===== config.mk =====
export PLATFORM = sky130hd
export DESIGN_NAME = refuel_interlock_sequencer
export DESIGN_NICKNAME = d
export VERILOG_FILES = /design/src/sv/ris_pkg.sv /design/src/sv/refuel_interlock_sequencer.sv /design/src/sv/ris_ctrl.sv /design/src/sv/ris_dp.sv
export SDC_FILE = /design/constraint.sdc
export NUM_CORES = 1
export LEC_CHECK = 0
export ABC_CLOCK_PERIOD_IN_PS = 15670
export BUFFER_PORTS_ARGS = -buffer_cell sky130_fd_sc_hd__buf_2
export CAP_MARGIN = 5
export CORE_UTILIZATION = 54
export CTS_BUF_LIST = sky130_fd_sc_hd__clkbuf_8
export DETAILED_ROUTE_END_ITERATION = 8
export PLACE_DENSITY = 0.73
export SYNTH_ARGS = -nofsm -noshare
export SYNTH_HDL_FRONTEND = slang
export SYNTH_HIERARCHICAL = 1
export SYNTH_SLANG_ARGS = --single-unit
export TNS_END_PERCENT = 1

===== constraint.sdc =====
create_clock -name clk -period 15.67 [get_ports clk]
set_input_delay 2.3505 -clock clk [delete_from_list [all_inputs] [get_ports clk]]
set_output_delay 2.3505 -clock clk [all_outputs]
set_load 0.02 [all_outputs]

===== src/sv/ris_pkg.sv =====
// Package: shared types and constants of the refuel interlock sequencer.
`default_nettype none
package ris_pkg;
	localparam int LogDepth = 12;
	localparam int LogAw = $clog2(LogDepth);
	localparam int LogCw = $clog2(LogDepth + 1);

	typedef enum logic [3:0] {
		ST_IDLE = 4'd0, ST_APPROACH = 4'd1, ST_ALIGN_CHECK = 4'd2, ST_DOCKED = 4'd3,
		ST_GATE = 4'd4, ST_PRESS_CHECK = 4'd5, ST_REFUELING = 4'd6, ST_COMPLETE = 4'd7,
		ST_ABORT = 4'd8, ST_SAFE = 4'd9, ST_FAULT = 4'd10
	} seq_t;

	typedef enum logic [1:0] {
		CTL_IDLE, CTL_EXEC, CTL_DUMP, CTL_TELEM
	} ctl_t;

	localparam logic [4:0] OP_PING = 5'd0, OP_STATUS = 5'd1, OP_LOG = 5'd2,
		OP_RESET = 5'd3, OP_SET_ALIGN = 5'd4, OP_SET_PRESS = 5'd5, OP_ABORT = 5'd6,
		OP_FAULT = 5'd7, OP_APPROACH = 5'd8, OP_CHECK_ALIGN = 5'd9, OP_LOCK = 5'd10,
		OP_GATE = 5'd11, OP_CHECK_PRESS = 5'd12, OP_START = 5'd13, OP_STOP = 5'd14,
		OP_TICK = 5'd15, OP_EMPTY = 5'd16;

	localparam logic [1:0] CFG_ALIGN_MIN = 2'd0, CFG_PRESS_LOW = 2'd1,
		CFG_PRESS_HIGH = 2'd2, CFG_TICKS = 2'd3;

	localparam logic [4:0] LOG_BOOT = 5'd0, LOG_RESET = 5'd1, LOG_APPROACH = 5'd2,
		LOG_ALIGN_OK = 5'd3, LOG_DOCKED = 5'd4, LOG_GATE = 5'd5, LOG_PRESS_OK = 5'd6,
		LOG_REFUEL = 5'd7, LOG_COMPLETE = 5'd8, LOG_STOP = 5'd9, LOG_ABORT = 5'd10,
		LOG_FAULT = 5'd20;

	localparam logic [2:0] CAUSE_NONE = 3'd0, CAUSE_ALIGN = 3'd1, CAUSE_PRESS = 3'd2,
		CAUSE_SUPER = 3'd3, CAUSE_OPER = 3'd4, CAUSE_MANUAL = 3'd5, CAUSE_ALIGN_RANGE = 3'd6;

	localparam logic [1:0] ACT_NONE = 2'd0, ACT_COMPLETE = 2'd1, ACT_ALIGN = 2'd2,
		ACT_PRESS = 2'd3;

	localparam logic [4:0] R_NONE = 5'd0, R_ABORT = 5'd1, R_FAULT = 5'd2, R_EMPTY = 5'd3,
		R_PING = 5'd4, R_RESET = 5'd5, R_ALIGN_NV = 5'd6, R_ALIGN_OOR = 5'd7,
		R_ALIGN_SET = 5'd8, R_PRESS_NV = 5'd9, R_PRESS_OOR = 5'd10, R_PRESS_SET = 5'd11,
		R_LOCKED = 5'd12, R_APPROACH = 5'd13, R_ACHK_NEED = 5'd14, R_ALIGN_OK = 5'd15,
		R_DOCK_NEED = 5'd16, R_DOCKED = 5'd17, R_GATE_NEED = 5'd18, R_GATE = 5'd19,
		R_PCHK_NEED = 5'd20, R_PRESS_OK = 5'd21, R_START_NEED = 5'd22,
		R_START_NODOCK = 5'd23, R_START_NOGATE = 5'd24, R_STARTED = 5'd25,
		R_NOT_REFUEL = 5'd26, R_STOPPED = 5'd27, R_INVALID = 5'd28;

	// controller to datapath
	typedef struct packed {
		logic exec;
		logic dump_start;
		logic dump_next;
	} dp_cmd_t;

	// datapath to controller
	typedef struct packed {
		logic is_log;
		logic dump_done;
	} dp_sts_t;
endpackage
`default_nettype wire


===== src/sv/refuel_interlock_sequencer.sv =====
// Top level: refuel interlock sequencer.
// channel | signals                          | accepted when
// in      | in_valid/in_ready op,has_value,value | in_valid & in_ready
// out     | out_valid/out_ready, 12 fields   | out_valid & out_ready
// cfg     | cfg_we, cfg_index, cfg_data      | cfg_we
// An item is taken in the idle state, evaluated in the exec state, then yields one
// result per log entry (log dump only, up to 12) and one telemetry result.
// The log takes up to two writes per item: one at the end of the evaluate cycle
// and one in the cycle after it. Reset clears all control state; ready waits while
// results are stalled.
`default_nettype none
module refuel_interlock_sequencer
	import ris_pkg::*;
(
	input  wire logic        clk,
	input  wire logic        arst_n,
	input  wire logic        cfg_we,
	input  wire logic [1:0]  cfg_index,
	input  wire logic [15:0] cfg_data,
	input  wire logic        in_valid,
	output logic             in_ready,
	input  wire logic [4:0]  op,
	input  wire logic        has_value,
	input  wire logic signed [10:0] value,
	output logic             out_valid,
	input  wire logic        out_ready,
	output logic [4:0]       response,
	output logic [1:0]       auto_action,
	output logic [3:0]       ctrl_state,
	output logic [6:0]       alignment_out,
	output logic [6:0]       pressure_out,
	output logic [6:0]       fuel_out,
	output logic             dock_out,
	output logic             gate_out,
	output logic [2:0]       cause_out,
	output logic             is_log_entry,
	output logic [4:0]       log_code,
	output logic             last
);
	dp_cmd_t cmd;
	dp_sts_t sts;

	ris_ctrl u_ctrl (
		.clk, .arst_n, .in_valid, .in_ready, .out_valid, .out_ready, .last,
		.cmd, .sts
	);

	ris_dp u_dp (
		.clk, .arst_n, .cfg_we, .cfg_index, .cfg_data,
		.in_take(in_valid && in_ready), .op, .has_value, .value, .cmd, .sts,
		.response, .auto_action, .ctrl_state, .alignment_out, .pressure_out,
		.fuel_out, .dock_out, .gate_out, .cause_out, .is_log_entry, .log_code
	);
endmodule
`default_nettype wire


===== src/sv/ris_ctrl.sv =====
// Controller: request handshake and sequencing of log dump and telemetry.
`default_nettype none
module ris_ctrl
	import ris_pkg::*;
(
	input  wire logic clk,
	input  wire logic arst_n,
	input  wire logic in_valid,
	output logic      in_ready,
	output logic      out_valid,
	input  wire logic out_ready,
	output logic      last,
	output dp_cmd_t   cmd,
	input  dp_sts_t   sts
);
	ctl_t state_q, state_d;

	always_ff @(posedge clk or negedge arst_n) begin
		if (!arst_n) state_q <= CTL_IDLE;
		else state_q <= state_d;
	end

	always_comb begin
		state_d = state_q;
		in_ready = 1'b0;
		out_valid = 1'b0;
		last = 1'b0;
		cmd = '0;
		unique case (state_q)
			CTL_IDLE: begin
				in_ready = 1'b1;
				if (in_valid) state_d = CTL_EXEC;
			end
			CTL_EXEC: begin
				// evaluate first so a safety abort is logged ahead of the dump
				cmd.exec = 1'b1;
				if (sts.is_log) begin
					cmd.dump_start = 1'b1;
					state_d = CTL_DUMP;
				end else begin
					state_d = CTL_TELEM;
				end
			end
			CTL_DUMP: begin
				out_valid = 1'b1;
				if (out_ready) begin
					cmd.dump_next = 1'b1;
					if (sts.dump_done) state_d = CTL_TELEM;
				end
			end
			CTL_TELEM: begin
				out_valid = 1'b1;
				last = 1'b1;
				if (out_ready) state_d = CTL_IDLE;
			end
			default: state_d = CTL_IDLE;
		endcase
	end
endmodule
`default_nettype wire


===== src/sv/ris_dp.sv =====
// Datapath: sequence state, levels, rolling log and result fields.
`default_nettype none
module ris_dp
	import ris_pkg::*;
(
	input  wire logic        clk,
	input  wire logic        arst_n,
	input  wire logic        cfg_we,
	input  wire logic [1:0]  cfg_index,
	input  wire logic [15:0] cfg_data,
	input  wire logic        in_take,
	input  wire logic [4:0]  op,
	input  wire logic        has_value,
	input  wire logic signed [10:0] value,
	input  dp_cmd_t          cmd,
	output dp_sts_t          sts,
	output logic [4:0]       response,
	output logic [1:0]       auto_action,
	output logic [3:0]       ctrl_state,
	output logic [6:0]       alignment_out,
	output logic [6:0]       pressure_out,
	output logic [6:0]       fuel_out,
	output logic             dock_out,
	output logic             gate_out,
	output logic [2:0]       cause_out,
	output logic             is_log_entry,
	output logic [4:0]       log_code
);
	logic [6:0] align_min_q, press_low_q, press_high_q;
	logic [15:0] ticks_q;
	logic [4:0] op_q;
	logic hv_q;
	logic signed [10:0] val_q;
	seq_t seq_q;
	logic [6:0] align_q, press_q, fuel_q;
	logic dock_q, gate_q;
	logic [2:0] cause_q;
	logic [15:0] tick_q;
	logic [4:0] log_mem_q [LogDepth];
	logic [LogCw-1:0] fill_q;
	logic [LogAw-1:0] head_q;
	logic [LogCw-1:0] dump_i_q;
	logic [4:0] resp_q;
	logic [1:0] act_q;

	always_ff @(posedge clk or negedge arst_n) begin
		if (!arst_n) begin
			align_min_q <= 7'd60;
			press_low_q <= 7'd20;
			press_high_q <= 7'd80;
			ticks_q <= 16'd7;
		end else if (cfg_we) begin
			unique case (cfg_index)
				CFG_ALIGN_MIN:  align_min_q <= cfg_data[6:0];
				CFG_PRESS_LOW:  press_low_q <= cfg_data[6:0];
				CFG_PRESS_HIGH: press_high_q <= cfg_data[6:0];
				CFG_TICKS:      ticks_q <= cfg_data;
				default: ;
			endcase
		end
	end

	always_ff @(posedge clk) begin
		if (in_take) begin
			op_q <= op;
			hv_q <= has_value;
			val_q <= value;
		end
	end

	// next-state evaluation of one request
	seq_t s;
	logic [6:0] al, pr, fu;
	logic dk, gt;
	logic [2:0] ca;
	logic [15:0] tc, tc_inc, tp;
	logic [4:0] rsp;
	logic [1:0] act;
	logic lg_en, al_ok, v_ok;
	logic [4:0] lg_code;

	function automatic logic pbad(input logic [6:0] p, input logic [6:0] lo,
		input logic [6:0] hi);
		return (p < lo) || (p > hi);
	endfunction

	always_comb begin
		s = seq_q; al = align_q; pr = press_q; fu = fuel_q;
		dk = dock_q; gt = gate_q; ca = cause_q; tc = tick_q;
		rsp = R_NONE; act = ACT_NONE; lg_en = 1'b0; lg_code = LOG_BOOT;
		tc_inc = tick_q + 16'd1;
		tp = (ticks_q == 16'd0) ? 16'd1 : ticks_q;
		v_ok = !val_q[10] && (val_q <= 11'sd100);
		al_ok = align_q >= align_min_q;
		// at most one log write before the command: tick completion leaves the
		// refuelling state, so the safety abort cannot follow it
		if (op_q == OP_TICK && seq_q == ST_REFUELING) begin
			tc = tc_inc;
			if (tc_inc >= tp) begin
				tc = '0;
				fu = (fuel_q < 7'd100) ? fuel_q + 7'd5 : fuel_q;
				if (fu >= 7'd100) begin
					fu = 7'd100; gt = 1'b0; s = ST_COMPLETE;
					lg_en = 1'b1; lg_code = LOG_COMPLETE; act = ACT_COMPLETE;
				end
			end
		end
		if (s == ST_REFUELING) begin
			if (align_q < align_min_q) begin
				s = ST_ABORT; gt = 1'b0; ca = CAUSE_ALIGN; act = ACT_ALIGN;
				lg_en = 1'b1; lg_code = LOG_ABORT + 5'(CAUSE_ALIGN);
			end else if (pbad(press_q, press_low_q, press_high_q)) begin
				s = ST_ABORT; gt = 1'b0; ca = CAUSE_PRESS; act = ACT_PRESS;
				lg_en = 1'b1; lg_code = LOG_ABORT + 5'(CAUSE_PRESS);
			end
		end
		// the pre-command abort and a command log may coincide; resolved below
		priority if (op_q == OP_EMPTY) rsp = R_EMPTY;
		else if (op_q == OP_PING) rsp = R_PING;
		else if (op_q == OP_STATUS || op_q == OP_TICK || op_q == OP_LOG) rsp = R_NONE;
		else if (op_q == OP_RESET) begin
			s = ST_SAFE; al = 7'd85; pr = 7'd40; fu = '0; dk = 1'b0; gt = 1'b0;
			ca = CAUSE_NONE; tc = '0; rsp = R_RESET;
		end else if (op_q == OP_SET_ALIGN || op_q == OP_SET_PRESS) begin
			if (!hv_q) rsp = (op_q == OP_SET_ALIGN) ? R_ALIGN_NV : R_PRESS_NV;
			else if (!v_ok) rsp = (op_q == OP_SET_ALIGN) ? R_ALIGN_OOR : R_PRESS_OOR;
			else if (op_q == OP_SET_ALIGN) begin al = val_q[6:0]; rsp = R_ALIGN_SET; end
			else begin pr = val_q[6:0]; rsp = R_PRESS_SET; end
		end else if (op_q == OP_ABORT) begin
			s = ST_ABORT; gt = 1'b0; ca = hv_q ? CAUSE_OPER : CAUSE_SUPER; rsp = R_ABORT;
		end else if (op_q == OP_FAULT) begin
			s = ST_FAULT; gt = 1'b0; ca = CAUSE_MANUAL; rsp = R_FAULT;
		end else if (s == ST_ABORT || s == ST_FAULT) rsp = R_LOCKED;
		else if (op_q == OP_APPROACH) begin
			if (s != ST_IDLE && s != ST_SAFE) rsp = R_INVALID;
			else begin s = ST_APPROACH; rsp = R_APPROACH; end
		end else if (op_q == OP_CHECK_ALIGN) begin
			if (s != ST_APPROACH) rsp = R_ACHK_NEED;
			else if (!al_ok) begin
				s = ST_FAULT; gt = 1'b0; ca = CAUSE_ALIGN_RANGE; rsp = R_FAULT;
			end else begin s = ST_ALIGN_CHECK; rsp = R_ALIGN_OK; end
		end else if (op_q == OP_LOCK) begin
			if (s != ST_ALIGN_CHECK) rsp = R_DOCK_NEED;
			else if (!al_ok) begin
				s = ST_FAULT; gt = 1'b0; ca = CAUSE_ALIGN_RANGE; rsp = R_FAULT;
			end else begin dk = 1'b1; s = ST_DOCKED; rsp = R_DOCKED; end
		end else if (op_q == OP_GATE) begin
			if (s != ST_DOCKED) rsp = R_GATE_NEED;
			else begin gt = 1'b1; s = ST_GATE; rsp = R_GATE; end
		end else if (op_q == OP_CHECK_PRESS) begin
			if (s != ST_GATE) rsp = R_PCHK_NEED;
			else if (pbad(press_q, press_low_q, press_high_q)) begin
				s = ST_FAULT; gt = 1'b0; ca = CAUSE_PRESS; rsp = R_FAULT;
			end else begin s = ST_PRESS_CHECK; rsp = R_PRESS_OK; end
		end else if (op_q == OP_START) begin
			if (s != ST_PRESS_CHECK) rsp = R_START_NEED;
			else if (!dk) rsp = R_START_NODOCK;
			else if (!gt) rsp = R_START_NOGATE;
			else if (!al_ok) begin
				s = ST_FAULT; gt = 1'b0; ca = CAUSE_ALIGN_RANGE; rsp = R_FAULT;
			end else begin s = ST_REFUELING; fu = '0; tc = '0; rsp = R_STARTED; end
		end else if (op_q == OP_STOP) begin
			if (s != ST_REFUELING) rsp = R_NOT_REFUEL;
			else begin s = ST_SAFE; gt = 1'b0; rsp = R_STOPPED; end
		end else rsp = R_INVALID;
	end

	// Command log code; a second log write can follow the pre-command one
	logic cmd_lg;
	logic [4:0] cmd_code;
	always_comb begin
		cmd_lg = 1'b1;
		cmd_code = LOG_BOOT;
		unique case (rsp)
			R_RESET:   cmd_code = LOG_RESET;
			R_ABORT:   cmd_code = LOG_ABORT + 5'(ca);
			R_FAULT:   cmd_code = LOG_FAULT + 5'(ca);
			R_APPROACH: cmd_code = LOG_APPROACH;
			R_ALIGN_OK: cmd_code = LOG_ALIGN_OK;
			R_DOCKED:  cmd_code = LOG_DOCKED;
			R_GATE:    cmd_code = LOG_GATE;
			R_PRESS_OK: cmd_code = LOG_PRESS_OK;
			R_STARTED: cmd_code = LOG_REFUEL;
			R_STOPPED: cmd_code = LOG_STOP;
			default:   cmd_lg = 1'b0;
		endcase
	end

	// post-command safety check: set align, set pressure or start can trip it here
	logic post_ab;
	logic [2:0] post_ca;
	always_comb begin
		post_ab = 1'b0; post_ca = CAUSE_ALIGN;
		if (s == ST_REFUELING) begin
			if (al < align_min_q) post_ab = 1'b1;
			else if (pbad(pr, press_low_q, press_high_q)) begin
				post_ab = 1'b1; post_ca = CAUSE_PRESS;
			end
		end
	end

	// the evaluate cycle writes the first log code; a second one is queued for the next cycle
	logic [2:0] pca_q;
	logic pab_q;
	logic [LogAw-1:0] wr_ptr, rd_ptr;
	logic [LogCw:0] head_sum, rd_sum;
	logic wr_en;
	logic [4:0] wr_code;

	always_comb begin
		head_sum = (LogCw+1)'(head_q) + (LogCw+1)'(fill_q);
		if (head_sum >= (LogCw+1)'(LogDepth)) head_sum = head_sum - (LogCw+1)'(LogDepth);
		rd_sum = (LogCw+1)'(head_q) + (LogCw+1)'(dump_i_q);
		if (rd_sum >= (LogCw+1)'(LogDepth)) rd_sum = rd_sum - (LogCw+1)'(LogDepth);
		wr_ptr = (fill_q < LogCw'(LogDepth)) ? head_sum[LogAw-1:0] : head_q;
		rd_ptr = rd_sum[LogAw-1:0];
	end

	logic pend_q;
	logic [4:0] pend_code_q;

	always_ff @(posedge clk or negedge arst_n) begin
		if (!arst_n) begin
			seq_q <= ST_IDLE; align_q <= 7'd85; press_q <= 7'd40; fuel_q <= '0;
			dock_q <= 1'b0; gate_q <= 1'b0; cause_q <= CAUSE_NONE; tick_q <= '0;
			fill_q <= LogCw'(1); head_q <= '0; dump_i_q <= '0;
			pend_q <= 1'b0; pend_code_q <= LOG_BOOT; pab_q <= 1'b0; pca_q <= CAUSE_NONE;
			resp_q <= R_NONE; act_q <= ACT_NONE;
		end else begin
			if (cmd.dump_start) dump_i_q <= '0;
			else if (cmd.dump_next) dump_i_q <= dump_i_q + LogCw'(1);
			if (cmd.exec) begin
				seq_q <= post_ab ? ST_ABORT : s;
				align_q <= al; press_q <= pr; fuel_q <= fu; dock_q <= dk;
				gate_q <= post_ab ? 1'b0 : gt;
				cause_q <= post_ab ? post_ca : ca;
				tick_q <= tc;
				resp_q <= rsp;
				act_q <= post_ab ? (post_ca == CAUSE_ALIGN ? ACT_ALIGN : ACT_PRESS) : act;
				// queue writes: pre-command log, command log, post abort
				pend_q <= (lg_en && cmd_lg) || ((lg_en || cmd_lg) && post_ab);
				pend_code_q <= post_ab ? LOG_ABORT + 5'(post_ca) : cmd_code;
				pab_q <= (lg_en && cmd_lg) && post_ab;
				pca_q <= post_ca;
			end else if (pend_q) begin
				pend_q <= pab_q;
				pend_code_q <= LOG_ABORT + 5'(pca_q);
				pab_q <= 1'b0;
			end
			if (wr_en) begin
				if (fill_q < LogCw'(LogDepth)) fill_q <= fill_q + LogCw'(1);
				else head_q <= (head_q == LogAw'(LogDepth - 1)) ? '0 : head_q + LogAw'(1);
			end
		end
	end

	always_comb begin
		wr_en = 1'b0; wr_code = pend_code_q;
		if (cmd.exec) begin
			wr_en = lg_en || cmd_lg || post_ab;
			wr_code = lg_en ? lg_code : (cmd_lg ? cmd_code : LOG_ABORT + 5'(post_ca));
		end else if (pend_q) wr_en = 1'b1;
	end

	always_ff @(posedge clk) begin
		if (wr_en) log_mem_q[wr_ptr] <= wr_code;
	end

	// entry 0 holds the boot code until it is first overwritten
	logic seen_q;
	always_ff @(posedge clk or negedge arst_n) begin
		if (!arst_n) seen_q <= 1'b0;
		else if (wr_en && wr_ptr == '0) seen_q <= 1'b1;
	end

	logic [4:0] rd_code;
	assign rd_code = log_mem_q[rd_ptr];

	logic dumping_q;
	always_ff @(posedge clk or negedge arst_n) begin
		if (!arst_n) dumping_q <= 1'b0;
		else if (cmd.dump_start) dumping_q <= 1'b1;
		else if (cmd.dump_next && sts.dump_done) dumping_q <= 1'b0;
	end

	assign sts.is_log = (op_q == OP_LOG);
	assign sts.dump_done = (dump_i_q + LogCw'(1) >= fill_q);

	assign is_log_entry = dumping_q;
	assign log_code     = dumping_q ? ((rd_ptr == '0 && !seen_q) ? LOG_BOOT : rd_code) : '0;
	assign response     = dumping_q ? '0 : resp_q;
	assign auto_action  = dumping_q ? '0 : act_q;
	assign ctrl_state   = dumping_q ? '0 : seq_q;
	assign alignment_out = dumping_q ? '0 : align_q;
	assign pressure_out = dumping_q ? '0 : press_q;
	assign fuel_out     = dumping_q ? '0 : fuel_q;
	assign dock_out     = dumping_q ? '0 : dock_q;
	assign gate_out     = dumping_q ? '0 : gate_q;
	assign cause_out    = dumping_q ? '0 : cause_q;
endmodule
`default_nettype wire


==> results.md <==
- Sink Count: 192
- Power, Total: 2267 uW
- Worst setup path category: flip-flop to flip-flop
- Final hold violations: 0
- Violated checks: DRC
- Minimum setup slack after placement: 9.103 ns
- Power density over the cells: 170.2 nW/um^2
- Fin Setup TNS: 0 ns
- Hold_buf cts: 0
- Worst-path cell with the longest stage delay: sky130_fd_sc_hd__nor4b_1
- Final Setup Violations: 0
- Leakage power of the design: 0.005683 uW
- Post-DR wirelength/cell: 20.75 um
- Peak supply drop: 118.2 uV
- Clk_lat worst skew: 0.50 ns
- Number of max-cap violations: 0
- Remaining global-route overflow: 0
- Via density per instance: 6.363
- Final HPWL DP: 24.27 mm
- Result of the run: finished, violations left
- Number of synthesized flops with an enable pin: 77
- Post-synthesis cell count: 1,209
- Overall die area: 23,220 um^2
- Antenna violations before repair: 0
- ANT nets after route: 0
- Synth top area share: 19.88%
- Crit path time final: 6.731 ns
- First DRT Iteration DRCs: 963
- Ports: 86
- Flops & latches, synth: 192
- RePlAce Congestion: 1.005
- # nets final: 1,396
- Share of final-layout standard cells stronger than drive strength 1: 18.12%
- Number of setup buffers added after CTS: 0
- H-Tree Depth: 4
- Share of the cycle needed by the critical path after routing: 42.95%
- Number of buffers between clock root and the deepest sink: 2
- Netlist cell types: 88
- Die Wd: 152.4 um
- Worst-path maximum fanout: 15
- Count of instances resized after the clock tree is built: 0
- Clock root buffer master: sky130_fd_sc_hd__clkbuf_8
- Total length of routed wires: 32.49 mm
- Synthesized netlist net count: 1,332
- Category of cells accounting for the largest share of critical-path delay: simple AND/OR/NAND/NOR gates
- Worst setup slack after layout: 8.939 ns
- Initial DRT Pass Iterations: 9
- DRC violation count after routing: 2
- Fraction of the yosys area taken by sequential cells: 42.68%
- Average instance area after synthesis: 10.10 um^2
- Number of buffers created by CTS: 17
- Count of antenna diodes in the layout: 0
- Maximum number of pins on one net before global-route repair: 60
- Via total after detailed routing: 9,964
- Number of buffers inserted by port buffering: 85
- Number of standard-cell rows in the floorplan: 54
- Initial cell density of the core: 55.45%
- Slew at the pin closest to its max-slew limit: 1.159 ns
- Area contributors post-synth: sky130_fd_sc_hd__dfrtp_1, sky130_fd_sc_hd__edfxtp_1, sky130_fd_sc_hd__ha_1, sky130_fd_sc_hd__mux2_2, sky130_fd_sc_hd__dfstp_2
- Type of the tightest min-delay check: flip-flop to flip-flop
- Post-synthesis async set-or-reset flop share: 59.90%
- First-pass GRT wire length: 52.29 mm
- Startpoint class of the critical path: flip-flop
- Highest cell delay on the worst timing path: 1.03 ns
- Netlist area before placement: 12,210 um^2
- Crit path top cell by count: sky130_fd_sc_hd__nand3_1
- Highest attainable clock frequency: 0.1486 GHz
- Unrepaired setup endpoints after global routing: no
- Crit path buffers/inverters: 0
- Most used flip-flop cell after synthesis: sky130_fd_sc_hd__dfrtp_1
- Area growth from synthesis to final layout: 9.097%
- Global router's overall resource usage: 28.80%
- Synthesis warning total: 6
- Endpoint arrival time on the critical path: 6.86 ns
- Total count of max-transition violations in the final report: 0
- Remaining max-slew budget at the tightest pin: 22.25%
- CTS tree: yes
- Worst clock skew: 0.02331 ns
- Worst Setup End Kind: flip-flop
- Reg clk slew, reported paths: 0.13 ns
- Die Span Y: 152.4 um
- Cells traversed along the worst timing path: ha_1 -> nand3_1 -> nor2_1 -> and3_1 -> nand3_1 -> xnor2_1 -> ha_1 -> o21ai_0 -> nor2_1 -> a2111o_1 -> a21o_1 -> nand3_1 -> a31oi_1 -> a211oi_1 -> nand2_1 -> or4_1 -> and3_1 -> nor4b_1
- Flop2flop setup slack: 8.94 ns
- Critical Path RT: 15.80 ns
- Largest area contributor in the synthesized netlist: sky130_fd_sc_hd__dfrtp_1
- Number of global-route vias before repair: 9,497
- Placeable Area: 22,030 um^2
report_power, final:
group,switching [uW],total [uW],internal (uW)
clock,227,359,133
combinational,694,1140,442
sequential,102,772,670
per-stage QoR:
stage	cell area (um^2)	utilization, %	instances	hold WS (ns)
after CTS	13320	60.49	1566	0.4667
after global routing	13320	60.49	1566	0.5083
after floorplan	12210	-	1209	0.4191
final	13320	60.49	1566	0.4687
after global placement	12870	58.44	1534	0.4327
after detailed placement	12870	58.44	1534	0.4388
placed cells by master (no fill, tap or decap), types with 7 or more instances in the layout:
cell                       netlist  routed
sky130_fd_sc_hd__inv_12          0       7
sky130_fd_sc_hd__xnor2_1        13      13
sky130_fd_sc_hd__clkbuf_8        0      17
sky130_fd_sc_hd__a31oi_1        20      20
sky130_fd_sc_hd__nand2b_1       18      18
sky130_fd_sc_hd__and3_1         16      16
sky130_fd_sc_hd__o211ai_1       14      14
sky130_fd_sc_hd__nand3_1        36      36
sky130_fd_sc_hd__nor3_1         21      21
sky130_fd_sc_hd__xor2_1         12      12
sky130_fd_sc_hd__mux4_2         15      15
sky130_fd_sc_hd__a22o_1         18      18
sky130_fd_sc_hd__a21oi_1        47      47
sky130_fd_sc_hd__nand2_1        96      96
sky130_fd_sc_hd__mux2i_1        18      18
sky130_fd_sc_hd__edfxtp_1       77      77
sky130_fd_sc_hd__o21ai_0        67      67
sky130_fd_sc_hd__o31ai_1         9       8
sky130_fd_sc_hd__inv_1          70      70
sky130_fd_sc_hd__mux2_2         44      44
sky130_fd_sc_hd__nor2b_1        41      41
sky130_fd_sc_hd__a21o_1         12      12
sky130_fd_sc_hd__nor2_1         99      99
sky130_fd_sc_hd__and2_1          9       9
sky130_fd_sc_hd__ha_1           81      80
sky130_fd_sc_hd__dfrtp_1        97      97
sky130_fd_sc_hd__nor4_1         19      19
sky130_fd_sc_hd__nand4_1        12      12
sky130_fd_sc_hd__dfstp_2        18      18
sky130_fd_sc_hd__buf_4           0      11
sky130_fd_sc_hd__nor3b_1         9       9
sky130_fd_sc_hd__buf_2           5      84
sky130_fd_sc_hd__a211oi_1       16      16
sky130_fd_sc_hd__or2_2           7       7
cell type report:
cell class / count / area, um^2
Fill cell: 1848 / 8702
Multi-Input combinational cell: 897 / 6544
Timing Repair Buffer: 95 / 503.0
Inverter: 70 / 262.8
Sequential cell: 192 / 5213
Clock inverter: 15 / 217.7
Tap cell: 280 / 350.3
Clock buffer: 17 / 234.0
per-layer routing:
metal | vias up | global-route usage (%) | share of wire, %
met1 | 4889 | 41.46 | 46
met5 | - | 0 | 0
met2 | 375 | 44.88 | 46
met3 | 51 | 4.494 | 6.3
met4 | 0 | 8.698 | 2.2
li1 | 4649 | - | -
cell usage after synthesis, types with 19 or more instances:
cell type	count
sky130_fd_sc_hd__edfxtp_1	77
sky130_fd_sc_hd__a31oi_1	20
sky130_fd_sc_hd__nand2_1	96
sky130_fd_sc_hd__nor3_1	21
sky130_fd_sc_hd__o21ai_0	67
sky130_fd_sc_hd__a21oi_1	47
sky130_fd_sc_hd__ha_1	81
sky130_fd_sc_hd__clkbuf_1	39
sky130_fd_sc_hd__nor2_1	99
sky130_fd_sc_hd__nor4_1	19
sky130_fd_sc_hd__nand3_1	36
sky130_fd_sc_hd__dfrtp_1	97
sky130_fd_sc_hd__inv_1	70
sky130_fd_sc_hd__nor2b_1	41
sky130_fd_sc_hd__mux2_2	44
sequential cells by signal, indices dropped and copies added (netlist names), 3 cells and up:
signal	flops
u_dp/press_low_q	7
u_dp/seq_q	4
u_dp/op_q	5
u_dp/log_mem_q	60
u_dp/align_min_q	7
u_dp/press_high_q	7
u_dp/press_q	7
u_dp/val_q	11
u_dp/fuel_q	7
u_dp/align_q	7
u_dp/resp_q	5
u_dp/dump_i_q	4
u_dp/fill_q	4
u_dp/cause_q	3
u_dp/head_q	4
u_dp/ticks_q	16
u_dp/tick_q	16
u_dp/pend_code_q	5
tightest hold or removal path: stages, from the launching register on:
cell and delay (ns):
sky130_fd_sc_hd__dfrtp_1 0.34, sky130_fd_sc_hd__inv_1 0.05, sky130_fd_sc_hd__o41ai_1 0.05
logic make-up (layout without fill, tap and decap cells):
group	count (synthesis)	count (layout)	share of synthesized area [%]
mux	78	78	8.421
compound gates	296	296	17.15
simple gates	415	415	17.53
buf+inv	120	197	3.801
flops	192	192	42.68
xor+xnor	25	25	1.793
fa+ha+maj	83	83	8.626
final timing paths:
| path | from | to | cells past startpoint |
|---|---|---|---|
| worst min-delay path | u_dp/seen_q$_DFFE_PN0P_ | u_dp/seen_q$_DFFE_PN0P_ | 2 |
| worst min register to register | u_dp/seen_q$_DFFE_PN0P_ | u_dp/seen_q$_DFFE_PN0P_ | 2 |
| worst max register to register | u_dp/tick_q[0]$_DFFE_PN0P_ | u_dp/log_mem_q[10][2]$_DFFE_PP_ | 18 |
| worst max-delay path | u_dp/tick_q[0]$_DFFE_PN0P_ | u_dp/log_mem_q[10][2]$_DFFE_PP_ | 18 |
| max in group asynchronous | arst_n | u_dp/cause_q[0]$_DFFE_PN0P_ | 2 |
| min in group asynchronous | arst_n | u_dp/ticks_q[11]$_DFFE_PN0P_ | 1 |
Note: power is estimated with default switching activity, not from simulation.
